File: src/fvt_pkg.sv
// shared types, constants and codes for the frustum visibility test unit
// no dependencies; imported by every module of the block
package fvt_pkg;

    // plane set size and register layout
    localparam int MAX_PLANES     = 6;
    localparam int NUM_PLANE_REGS = 6;
    localparam int COUNT_W        = $clog2(MAX_PLANES + 1);
    localparam int PLANE_IDX_W    = $clog2(NUM_PLANE_REGS);

    // configuration port
    localparam int CFG_INDEX_W = 3;
    localparam int CFG_DATA_W  = 64;
    localparam logic [CFG_INDEX_W-1:0] REG_PLANE_COUNT = 3'd0;
    localparam logic [CFG_INDEX_W-1:0] REG_PLANE_A     = 3'd1;

    // stream payload widths
    localparam int S_TDATA_W = 160;
    localparam int S_TUSER_W = 2;
    localparam int M_TDATA_W = 8;

    // arithmetic widths
    localparam int COORD_W = 17;   // pos + corner offset, no wrap
    localparam int PROD_W  = 33;   // q1.14 normal times 17-bit coordinate
    localparam int DIST_W  = 35;   // three products plus scaled d
    localparam int FRAC_SH = 14;   // aligns q12.4 terms to 18 fraction bits

    typedef enum logic [1:0] {
        FUNC_POINT  = 2'd0,
        FUNC_SPHERE = 2'd1,
        FUNC_BOX    = 2'd2,
        FUNC_NONE   = 2'd3
    } func_t;

    typedef logic signed [15:0]        q16_t;
    typedef logic signed [COORD_W-1:0] coord_t;
    typedef logic signed [PROD_W-1:0]  prod_t;
    typedef logic signed [DIST_W-1:0]  dist_t;
    typedef logic        [14:0]        radius_t;

    // one plane register: nx in the low bits, d in the high bits
    typedef struct packed {
        q16_t d;
        q16_t nz;
        q16_t ny;
        q16_t nx;
    } plane_t;

    // stage load enables handed to each plane lane
    typedef struct packed {
        logic en2;
        logic en3;
    } stage_ctl_t;

endpackage

File: src/fvt_plane_lane.sv
// one plane lane: corner select and products, then sum and sign test
// depends on fvt_pkg; valid bits and enables come from the top level
module fvt_plane_lane (
    input  logic                 aclk,
    input  fvt_pkg::stage_ctl_t  ctl,
    input  fvt_pkg::plane_t      plane,
    input  fvt_pkg::func_t       func1,
    input  fvt_pkg::coord_t      pos1 [3],
    input  fvt_pkg::coord_t      lo1  [3],
    input  fvt_pkg::coord_t      hi1  [3],
    input  fvt_pkg::func_t       func2,
    input  fvt_pkg::radius_t     radius2,
    output logic                 culled
);
    import fvt_pkg::*;

    q16_t   normal [3];
    coord_t pt     [3];
    prod_t  prod_reg  [3];
    prod_t  prod_next [3];
    q16_t   d_reg;
    dist_t  rad_term;
    dist_t  dist_sum;
    logic   culled_reg;
    logic   culled_next;

    assign normal[0] = plane.nx;
    assign normal[1] = plane.ny;
    assign normal[2] = plane.nz;

    // box takes the farthest corner per axis, other tests the position
    always_comb begin
        for (int a = 0; a < 3; a++) begin
            if (func1 == FUNC_BOX) begin
                pt[a] = (normal[a] > 0) ? hi1[a] : lo1[a];
            end else begin
                pt[a] = pos1[a];
            end
            prod_next[a] = prod_t'(normal[a]) * prod_t'(pt[a]);
        end
    end

    // product stage
    always_ff @(posedge aclk) begin
        if (ctl.en2) begin
            for (int a = 0; a < 3; a++) begin
                prod_reg[a] <= prod_next[a];
            end
            d_reg <= plane.d;
        end
    end

    // sphere folds the radius in: -dist > r  <=>  dist + r < 0
    assign rad_term = (func2 == FUNC_SPHERE) ? dist_t'({radius2, FRAC_SH'(0)}) : '0;
    assign dist_sum = dist_t'(prod_reg[0]) + dist_t'(prod_reg[1]) + dist_t'(prod_reg[2])
                    + (dist_t'(d_reg) <<< FRAC_SH) + rad_term;
    assign culled_next = dist_sum[DIST_W-1];

    // sign stage
    always_ff @(posedge aclk) begin
        if (ctl.en3) begin
            culled_reg <= culled_next;
        end
    end

    assign culled = culled_reg;

endmodule

File: config.mk
export PLATFORM = sky130hd
export DESIGN_NAME = fvt_plane_lane
export DESIGN_NICKNAME = d
export VERILOG_FILES = /design/src/fvt_pkg.sv /design/src/fvt_plane_lane.sv
export SDC_FILE = /design/constraint.sdc
export NUM_CORES = 2
export LEC_CHECK = 0
export BUFFER_PORTS_ARGS = -buffer_cell sky130_fd_sc_hd__buf_2
export CAP_MARGIN = 20
export CORE_ASPECT_RATIO = 0.6
export CORE_MARGIN = 1.5
export CORE_UTILIZATION = 67
export CTS_CLUSTER_SIZE = 14
export DETAILED_ROUTE_END_ITERATION = 6
export PLACE_DENSITY = 0.86
export SETUP_SLACK_MARGIN = 0.05
export SYNTH_ARGS = -nofsm -noshare
export SYNTH_HDL_FRONTEND = slang
export SYNTH_SLANG_ARGS = --single-unit
File: constraint.sdc
create_clock -name aclk -period 13.9 [get_ports aclk]
set_input_delay 2.78 -clock aclk [delete_from_list [all_inputs] [get_ports aclk]]
set_output_delay 2.78 -clock aclk [all_outputs]
set_load 0.1 [all_outputs]
**After elaboration in Yosys (flattened, before gate mapping)**

Memories as Yosys holds them, arrays and structs flattened.
Cells that the tools add are included.

- Output and inout port bits: 1
- Memories: 1
- Bits of input ports: 239
- Register bits after elaboration: 17
- Bits in writable memories: 99

- Multipliers: 3
- Magnitude comparators: 3
- Add/sub/neg operators: 4
- Muxes and demuxes: 9
- Eq/ne operators: 2

Memory list:

| memory | depth | bits a word | read ports | clocked after Yosys merged registers in | wr ports | RTL line | source |
|---|---|---|---|---|---|---|---|
| prod_reg | 3 | 33 | 3 | 0 | 3 | fvt_plane_lane.sv:19 | `prod_t prod_reg [3];` |

Operators by type and width:

| kind | count |
|---|---|
| 2-to-1 mux 17 bit | 6 |
| multiplier 16 x 17 -> 33 bit | 3 |
| adder 35 x 30 -> 35 bit | 2 |
| greater-than comparator 16 x 1 -> 1 bit, second input constant | 3 |
| adder 34 x 33 -> 35 bit | 1 |
| adder 33 x 33 -> 34 bit | 1 |
| 2-to-1 mux 29 bit | 1 |
| equality test 2 x 1 -> 1 bit, second input constant | 1 |
| equality test 2 bit, second input constant | 1 |
| 2-to-1 mux 1 bit | 2 |

**Longest topological paths before layout**

An unclocked memory read counts as a cell.

- Depth after elaboration: 5
- Mapped depth: 31
- Mapped depth without buffers: 27

**Worst setup path before layout**

OpenSTA, ideal clock, no wires.

- Kind: input -> register
- From: input plane[39] (netlist name)
- To: memory prod_reg[0][98] (netlist name), data pin
- Library setup time: 263 ps
- Path buffers: 4
- Setup slack: 4161 ps
- Cell stages on the path: 28
- Arrival time: 9476 ps
- Cell sequence: buf_2 -> nor4_1 -> a41oi_1 -> buf_4 -> buf_4 -> mux2i_1 -> o21ai_1 -> buf_2 -> nand2_1 -> inv_1 -> fa_1 -> fa_1 -> fa_1 -> fa_1 -> fa_1 -> inv_1 -> fa_1 -> inv_1 -> ha_1 -> nand2_1 -> nor2_1 -> o21ai_0 -> nor2b_1 -> a311oi_1 -> o2111ai_1 -> a41oi_1 -> a311oi_1 -> xnor2_1

RTL lines:

| what | RTL line | source |
|---|---|---|
| start, declared | fvt_plane_lane.sv:6 | `input fvt_pkg::plane_t plane,` |
| end, declared | fvt_plane_lane.sv:19 |  |

==> results_dict.tcl <==
set metrics [dict create \
    outcome "finished with violations" \
    violations "design-rule violations" \
    ctsLongestPathBuffers 2 \
    cp_common_cell "fa_1" \
    cts_root_buffer "clkbuf_16" \
    fp.dieW_um 310.4 \
    wirelength_um 89330 \
    grt_pass1_vias 29960 \
    die_area_sq_um 58170 \
    layout.nets 5517 \
    start_util_pct 67.92 \
    clk_pin_slew_ns 0.06 \
    final_core_utilization_pct 72.53 \
    clock_skew_ns 0.007876 \
    fill_cells 3928 \
    mostFrequentLayoutCells "913 x inv_1, 895 x fa_1, 481 x nand2_1, 394 x and2_1, 311 x ha_1" \
    ctsResizeCount 0 \
    num_vias 27300 \
    path_class "in -> reg" \
    mostFrequentLayoutCell "inv_1" \
    place_hpwl_um 75550 \
    endpoint_kind "flip-flop" \
    viasPerCell 5.635 \
    fin_crit_ns 10.73 \
    cp_max_fo 18 \
    drt_first_pass_iters 7 \
    rows 67 \
    antenna_found_initial 2 \
    slew_violations 0 \
    worstMarginPinSlew_ns 1.041 \
    setup_violations 0 \
    synth_edf_count 116 \
    critical_path_arrival_ns 10.93 \
    synth_nets 5341 \
    slowest_stage "a41oi_4" \
    drtIter0Drc 2284 \
    yosysSeqAreaShare_pct 9.172 \
    post-cts-setup-buffer-count 0 \
    netlist_area_sq_um 37980 \
    grt_pass1_wl_um 150500 \
    netlist_instances 3896 \
    setup_tns_ns 0 \
    detail-route-antenna-nets 0 \
    rsz0062_at_grt "no" \
    top_level_ports 240 \
    grt_max_degree 62 \
    cts_tree "built" \
    largest_register_ffs 99 \
    worstSkewPairLatency_ns 0.45 \
    cts_hold_buf 0 \
    finalHoldViolCount 0 \
    ys.flop_type "edfxtp_1" \
    synthToLayoutAreaGrowth_pct 6.790 \
    final_cell_count_no_fill 4845 \
    cap_violations 0 \
    core_sq_um 55910 \
    avgSynthCellArea_sq_um 9.748 \
    async_flop_share_pct 0 \
    max_stage_delay_ns 0.60 \
    critPathBufInv 7 \
    gr-total-overflow 0 \
    holdCritPathClass "reg -> reg" \
    routedWlPerCell_um 18.44 \
    ys_ff_latch 116 \
    gp_congestion 0.9457 \
    drc 17 \
    place_inst 4810 \
    die_h_um 187.4 \
    place.port_buffers 239 \
    ys_types 67 \
    required_ns 14.10 \
    fmax_mhz 93.21 \
    max_slew_margin_pct 30.18 \
    yosysWarnings 0 \
    fin_crit_sh_pct 77.18 \
    h-tree-depth 4 \
    path_delay_family "adder cells" \
    grtUsageTotal_pct 33.22 \
    clock-sinks 116 \
    cts_inserted_buffers 17 \
    start_kind "input pin" \
    layout-drive-gt1-share_pct 8.862 \
]
-- synthesized netlist by cell type, drive strengths merged, types with 24 or more instances --
| library cell | n | area, sq um |
|---|---|---|
| xnor2 | 88 | 770.7 |
| o21ai | 93 | 465.4 |
| ha | 311 | 3891 |
| and2 | 394 | 2465 |
| inv | 913 | 3427 |
| a21o | 44 | 330.3 |
| buf | 38 | 205.2 |
| edfxtp | 116 | 3483 |
| nand2 | 481 | 1805 |
| nor2 | 72 | 270.3 |
| mux2i | 52 | 520.5 |
| xor2 | 24 | 210.2 |
| a21oi | 88 | 447.9 |
| clkbuf | 100 | 382.9 |
| fa | 895 | 17920 |
-- metrics by stage --
stage	hold WS [ns]	area, sq um	setup slack (ns)
final	1.072	40560	3.171
after global routing	1.136	40560	2.852
after CTS	1.073	40540	3.023
after detailed placement	1.044	40000	2.696
after global placement	1.036	39950	2.959
after floorplan	0.9163	37980	4.161
-- cell type report --
type / count / area, sq um / share of cell area (%)
timing repair buffer: 295 / 1627 / 4.010
multi-input combinational: 2729 / 30530 / 75.26
antenna: 1 / 2.502 / 0.006170
tap: 759 / 949.7 / 2.342
clock buffer: 19 / 432.9 / 1.067
clock inverter: 13 / 110.1 / 0.2715
inverter: 913 / 3427 / 8.450
sequential: 116 / 3483 / 8.589
-- cell families (layout without fill, tap and decap cells) --
logic type / after synthesis / count (layout) / share of synthesized area, %
adders and majority gates: 1206 / 1206 / 57.42
and+or+nand+nor: 1050 / 1050 / 13.67
muxes: 52 / 52 / 1.370
other: 0 / 1 / 0
buffers and inverters: 1051 / 1240 / 10.57
DFF: 116 / 116 / 9.172
xor gates and xnor gates: 112 / 112 / 2.583
AOI/OAI and AO/OA: 309 / 309 / 5.212
-- worst reg2reg max path: cells and delay by family (launching register included) --
family / cells / cell delay, ns
adder cells (fa/ha/maj): 4 / 1.81
AO/OA/AOI/OAI: 6 / 1.67
flip-flops: 1 / 0.47
XOR/XNOR: 1 / 0.13
-- per-layer routing --
metal,routed length (um),vias up,GRT usage (%)
met5,10,-,0
met4,3445,2,11.56
met3,9584,195,8.056
met2,40080,1322,49.62
met1,36210,13780,47.91
li1,-,12010,-
-- final timing paths --
path	depth (start not counted)	slack, ns	start	to
worst max-delay path	28	3.17	plane[26]	prod_reg[0][65]$_DFFE_PP_
worst min-delay path	3	1.07	prod_reg[0][98]$_DFFE_PP_	culled$_DFFE_PP_
worst max register to register	11	9.56	d_reg[1]$_DFFE_PP_	culled$_DFFE_PP_
worst min register to register	3	1.07	prod_reg[0][98]$_DFFE_PP_	culled$_DFFE_PP_
Power is left out: the tool's default activity adds up to more than one toggle a clock period on the data nets, which glitch-free logic cannot reach.
