==> src/fvt_pkg.sv <==
// shared types, constants and codes for the frustum visibility test unit
// no dependencies; imported by every module of the block
package fvt_pkg;

    // plane set size and register layout
    localparam int MAX_PLANES     = 6;
    localparam int NUM_PLANE_REGS = 6;
    localparam int COUNT_W        = $clog2(MAX_PLANES + 1);
    localparam int PLANE_IDX_W    = $clog2(NUM_PLANE_REGS);

    // configuration port
    localparam int CFG_INDEX_W = 3;
    localparam int CFG_DATA_W  = 64;
    localparam logic [CFG_INDEX_W-1:0] REG_PLANE_COUNT = 3'd0;
    localparam logic [CFG_INDEX_W-1:0] REG_PLANE_A     = 3'd1;

    // stream payload widths
    localparam int S_TDATA_W = 160;
    localparam int S_TUSER_W = 2;
    localparam int M_TDATA_W = 8;

    // arithmetic widths
    localparam int COORD_W = 17;   // pos + corner offset, no wrap
    localparam int PROD_W  = 33;   // q1.14 normal times 17-bit coordinate
    localparam int DIST_W  = 35;   // three products plus scaled d
    localparam int FRAC_SH = 14;   // aligns q12.4 terms to 18 fraction bits

    typedef enum logic [1:0] {
        FUNC_POINT  = 2'd0,
        FUNC_SPHERE = 2'd1,
        FUNC_BOX    = 2'd2,
        FUNC_NONE   = 2'd3
    } func_t;

    typedef logic signed [15:0]        q16_t;
    typedef logic signed [COORD_W-1:0] coord_t;
    typedef logic signed [PROD_W-1:0]  prod_t;
    typedef logic signed [DIST_W-1:0]  dist_t;
    typedef logic        [14:0]        radius_t;

    // one plane register: nx in the low bits, d in the high bits
    typedef struct packed {
        q16_t d;
        q16_t nz;
        q16_t ny;
        q16_t nx;
    } plane_t;

    // stage load enables handed to each plane lane
    typedef struct packed {
        logic en2;
        logic en3;
    } stage_ctl_t;

endpackage

==> src/fvt_cfg_regs.sv <==
// configuration registers: plane count with saturation and six plane words
// depends on fvt_pkg
module fvt_cfg_regs (
    input  logic                                aclk,
    input  logic                                aresetn,
    input  logic                                cfg_we,
    input  logic [fvt_pkg::CFG_INDEX_W-1:0]     cfg_index,
    input  logic [fvt_pkg::CFG_DATA_W-1:0]      cfg_wdata,
    output logic [fvt_pkg::COUNT_W-1:0]         plane_count,
    output fvt_pkg::plane_t                     planes [fvt_pkg::NUM_PLANE_REGS]
);
    import fvt_pkg::*;

    logic [COUNT_W-1:0]          count_reg;
    logic [COUNT_W-1:0]          count_next;
    plane_t                      plane_reg  [NUM_PLANE_REGS];
    plane_t                      plane_next [NUM_PLANE_REGS];
    logic [CFG_INDEX_W-1:0]      plane_off;

    assign plane_off = cfg_index - REG_PLANE_A;

    // write decode, count saturates at the plane limit
    always_comb begin
        count_next = count_reg;
        for (int i = 0; i < NUM_PLANE_REGS; i++) begin
            plane_next[i] = plane_reg[i];
        end
        if (cfg_we) begin
            if (cfg_index == REG_PLANE_COUNT) begin
                if (cfg_wdata[COUNT_W-1:0] > COUNT_W'(MAX_PLANES)) begin
                    count_next = COUNT_W'(MAX_PLANES);
                end else begin
                    count_next = cfg_wdata[COUNT_W-1:0];
                end
            end else if (cfg_index >= REG_PLANE_A &&
                         cfg_index < REG_PLANE_A + CFG_INDEX_W'(NUM_PLANE_REGS)) begin
                plane_next[plane_off[PLANE_IDX_W-1:0]] = plane_t'(cfg_wdata);
            end
        end
    end

    always_ff @(posedge aclk) begin
        if (!aresetn) begin
            count_reg <= '0;
            for (int i = 0; i < NUM_PLANE_REGS; i++) begin
                plane_reg[i] <= '0;
            end
        end else begin
            count_reg <= count_next;
            for (int i = 0; i < NUM_PLANE_REGS; i++) begin
                plane_reg[i] <= plane_next[i];
            end
        end
    end

    assign plane_count = count_reg;
    always_comb begin
        for (int i = 0; i < NUM_PLANE_REGS; i++) begin
            planes[i] = plane_reg[i];
        end
    end

endmodule

==> config.mk <==
export PLATFORM = sky130hd
export DESIGN_NAME = fvt_cfg_regs
export DESIGN_NICKNAME = d
export VERILOG_FILES = /design/src/fvt_pkg.sv /design/src/fvt_cfg_regs.sv
export SDC_FILE = /design/constraint.sdc
export NUM_CORES = 1
export LEC_CHECK = 0
export BUFFER_PORTS_ARGS = -buffer_cell sky130_fd_sc_hd__buf_2
export CAP_MARGIN = 25
export CORE_MARGIN = 4
export CORE_UTILIZATION = 50
export CTS_CLUSTER_DIAMETER = 100
export DETAILED_ROUTE_END_ITERATION = 6
export PLACE_DENSITY = 0.88
export SLEW_MARGIN = 20
export SYNTH_ARGS = -nofsm -noshare
export SYNTH_HDL_FRONTEND = slang
export SYNTH_SLANG_ARGS = --single-unit
==> constraint.sdc <==
create_clock -name aclk -period 2.43 [get_ports aclk]
set_input_delay 0.486 -clock aclk [delete_from_list [all_inputs] [get_ports aclk]]
set_output_delay 0.486 -clock aclk [all_outputs]
set_load 0.005 [all_outputs]
### Yosys cells after proc, flatten, opt, wreduce, memory -nomap -nowiden

Memory sizes are Yosys's and may differ from the RTL's.
Cells that the tools add are included.

* register bits after elaboration: 3
* latch bits: 0
* memory bits (writable): 384
* ROM bits: 0
* input port bits: 70
* output and inout bits: 387
* logic and storage cells: 34
* memories: 1

Memories
* plane_reg: depth 6, bits a word 64, rd ports 6, clocked after Yosys merged registers in 0, write ports 6, RTL line fvt_cfg_regs.sv:16 `plane_t plane_reg [NUM_PLANE_REGS];`

* add/sub/neg operators: 1
* multipliers: 0
* divide/modulo/power cells: 0
* magnitude comparators: 5
* eq/ne operators: 0
* shifts and indexed selects: 0
* muxes and demuxes: 15
* bitwise logic cells: 7
* reductions and logical operators: 4

Operator list (number)
* 384-bit two-way mux: 3
* 64-bit two-way mux: 7
* 384-bit bitwise mux: 1
* 64-bit demux with 3-bit select: 1
* 1-bit OR: 6
* 4-bit greater-or-equal comparator (second input constant): 1
* 4-bit by 1-bit less-than comparator with 1-bit output (second input constant): 1
* 3-bit inverter with 4-bit output: 1
* 3-bit by 1-bit greater-or-equal comparator with 1-bit output (second input constant): 1
* 3-bit > comparator (second input constant): 1
* 3-bit logical NOT: 1
* 3-bit less-than comparator (second input constant): 1
* 3-bit two-way mux: 1
* 3-bit by 1-bit subtractor with 3-bit output (second input constant): 1
* 1-bit logical AND: 2
* 1-bit two-way mux: 2
* 2-bit AND reduction: 1

### Logic depth before layout (Yosys ltp)

* depth after elaboration: 11
* depth in mapped cells: 8
* depth with buffers taken out: 6

### Least setup slack after synthesis

OpenSTA, ideal clock, no wires.

* path type: input-to-reg
* from: input port cfg_index[0] (netlist name)
* to: memory plane_reg[0][10] (netlist name)
* setup time: 0.123 ns
* arrival: 1.921 ns
* required time: 2.307 ns
* setup slack: 0.386 ns
* stages: 8
* path buffers: 2
* cells stage by stage: inv_1 > ha_1 > xnor2_2 > nand2_1 > or4b_4 > buf_8 > buf_12 > mux2i_1

RTL lines
* start: declaration: RTL line fvt_cfg_regs.sv:7 `input logic [fvt_pkg::CFG_INDEX_W-1:0] cfg_index,`
* end: declaration: RTL line fvt_cfg_regs.sv:16

==> impl_metrics.yaml <==
cts:
  cts_sinks: 387
  cts_resized: 0
  cts_setup_buffers: 0
  h-tree-depth: 2
  numCtsBuffers: 39
  cts_hold_buffers: 0
  clk_latency_ns: 0.51
  cts_buffer_depth: 3
  ctsRootBufferMaster: "clkbuf_16"
  cts_tree: "yes"
  clk_pin_slew_ns: 0.06
timing:
  grt_setup_unrepaired: "no"
  setup_tns_ns: 0
  fmax_mhz: 509.4
  tightestPinTransition_ns: 0.6152
  fin_crit_ns: 1.963
  max-slew-margin-rel: 0.5865
  period_share: 0.8079
  finalSetupViolations: 0
  report.final.slew_viol_count: 0
  fin_skew_ns: 0
  fin_hold_ws_ns: 0.2820
  finalHoldViolCount: 0
finish:
  final_common_cell: "nand2_1"
  largest_register_ffs: 384
  drive_gt1_frac: 0.3096
  final_core_util: 0.6529
  fillers: 2054
  layout.nets: 1858
  layout_common_cells: "nand2_1, buf_2, dfxtp_1"
  syn_to_final_growth_pct: 28.83
floorplanning:
  io_pins: 457
  die_area_sq_mm: 0.03083
  rows: 61
  die_h_microns: 175.6
  initial_utilization: 0.5068
  chipWidth_microns: 175.6
  core_sq_mm: 0.02771
run_status:
  status: "finished clean"
power_and_ir_drop:
  leakagePower_nw: 8.793
  p_per_area_mw_per_mm2: 749.5
  irDropWorstVdd_v: 0.0005731
routing:
  drt_pass1_iterations: 5
  drt_iter0_drc: 582
  drc: 0
  ant_nets: 0
  vias: 11510
  wire_per_inst_microns: 19.32
  vias_per_cell: 5.242
  wl_microns: 42400
synth:
  synth_cells: 1342
  yosys_warnings: 0
  yosysTopAreaCellShare: 0.5518
  synthAdderAreaFrac: 0.002673
  synth_compound_area_frac: 0.0009802
  yosysUniqueCellTypes: 23
  synth_area_leaders: "dfxtp_1, mux2i_1, nand2_1, clkbuf_1, buf_12"
  syn_area_per_cell_sq_um: 10.46
  syn-num-nets: 1415
  synth-xor-area-share: 0.001158
  netlist.top_cell.by_area: "dfxtp_1"
  syn_area_sq_mm: 0.01404
  ys_seq_area_frac: 0.5518
  yosys.area_share.simple: 0.1281
  synth_seq_cells: 387
  synth_top_family_by_area: "multiplexers"
  muxShareOfSynthArea: 0.2752
global_routing:
  grt-ovfl-total: 0
  grt_max_degree: 63
  gr-usage-all-layers: 0.2605
  grt_pass1_vias: 11820
  antenna_found_initial: 2
  grt_first_pass_wirelength_microns: 64920
setup_path:
  reg2reg_depth: 3
  startpoint_type: "input pin"
  crit_type: "input pin to flop"
  cp.required_ns: 2.86
  cp-end-kind: "flop"
  critPathArrivalTime_ns: 2.40
  critPathMaxFanout: 33
worst_hold_path:
  hold_depth: 3
  hp-class: "input pin to flop"
placement:
  numPortBuffers: 456
  gp_congestion: 0.8522
  dpl.hpwl_microns: 29310
flow_run:
  drv_cap: 0
[power by group]
group          total, W  internal, W  switching (W)
sequential      0.00657      0.00649      0.0000795
combinational  0.000930     0.000368       0.000562
clock           0.00606      0.00360        0.00246
total            0.0136       0.0105        0.00310
[path summary, 6_finish.rpt]
path / startpoint / endpoint / slack, ns
min: cfg_wdata[1] / plane_count[1] / 0.28
max reg2reg: plane_count[0] / plane_count[0] / 1.69
max: cfg_index[0] / plane_reg[0][99] / 0.47
min reg2reg: plane_reg[0][203] / plane_reg[0][203] / 0.45
[critical path, cell delays in order]
cell	delay, ns
buf_2	0.11
inv_1	0.07
ha_1	0.23
xnor2_2	0.24
nand2_1	0.13
nor4b_2	0.50
buf_12	0.34
mux2i_1	0.25
[Yosys cell counts]
library cell / n
nand2_1: 456
dfxtp_1: 387
mux2i_1: 386
clkbuf_1: 50
buf_2: 22
buf_4: 7
buf_12: 6
buf_6: 6
ha_1: 3
inv_1: 3
nor4_1: 3
nor2b_1: 2
a21oi_2: 1
and2_1: 1
buf_8: 1
nand3_1: 1
nand3b_1: 1
nor4b_1: 1
o21ai_0: 1
or3_1: 1
or4_1: 1
or4b_4: 1
xnor2_2: 1
[cell type report]
| type | count | area (sq um) | share of cell area |
|---|---|---|---|
| Tap cell | 378 | 473.0 | 0.02615 |
| Clock buffer | 61 | 1191 | 0.06585 |
| Sequential cell | 387 | 7747 | 0.4283 |
| Clock inverter | 10 | 112.6 | 0.006225 |
| Multi-Input combinational cell | 860 | 5758 | 0.3183 |
| Antenna cell | 2 | 5.005 | 0.0002767 |
| Inverter | 3 | 11.26 | 0.0006225 |
| Timing Repair Buffer | 494 | 2790 | 0.1543 |
[per-layer routing]
metal,track usage,vias up,share of wire
li1,-,5308,-
met1,0.2933,5520,0.38
met2,0.4629,533,0.49
met3,0.06328,145,0.076
met4,0.1248,0,0.052
met5,0,-,0
[cells by family (layout without fill, tap and decap cells)]
| family | Yosys count | in the layout |
|---|---|---|
| buf+inv | 95 | 568 |
| xor+xnor | 1 | 1 |
| other cells | 0 | 2 |
| fa+ha+maj | 3 | 3 |
| compound gates | 2 | 2 |
| mux | 386 | 386 |
| flops | 387 | 387 |
| simple gates | 468 | 468 |
[metrics by stage]
step	instance area, sq um	total power (W)	setup slack (ns)	std cells
final	18090	0.01356	0.4668	2195
after floorplan	14040	0.007204	0.3861	1342
after CTS	18080	0.01362	0.4920	2193
after global routing	18090	0.01398	0.3544	2195
after global placement	16780	0.007600	0.05467	2122
after detailed placement	16780	0.007630	-0.04792	2122
(Power assumes the default switching activity.)
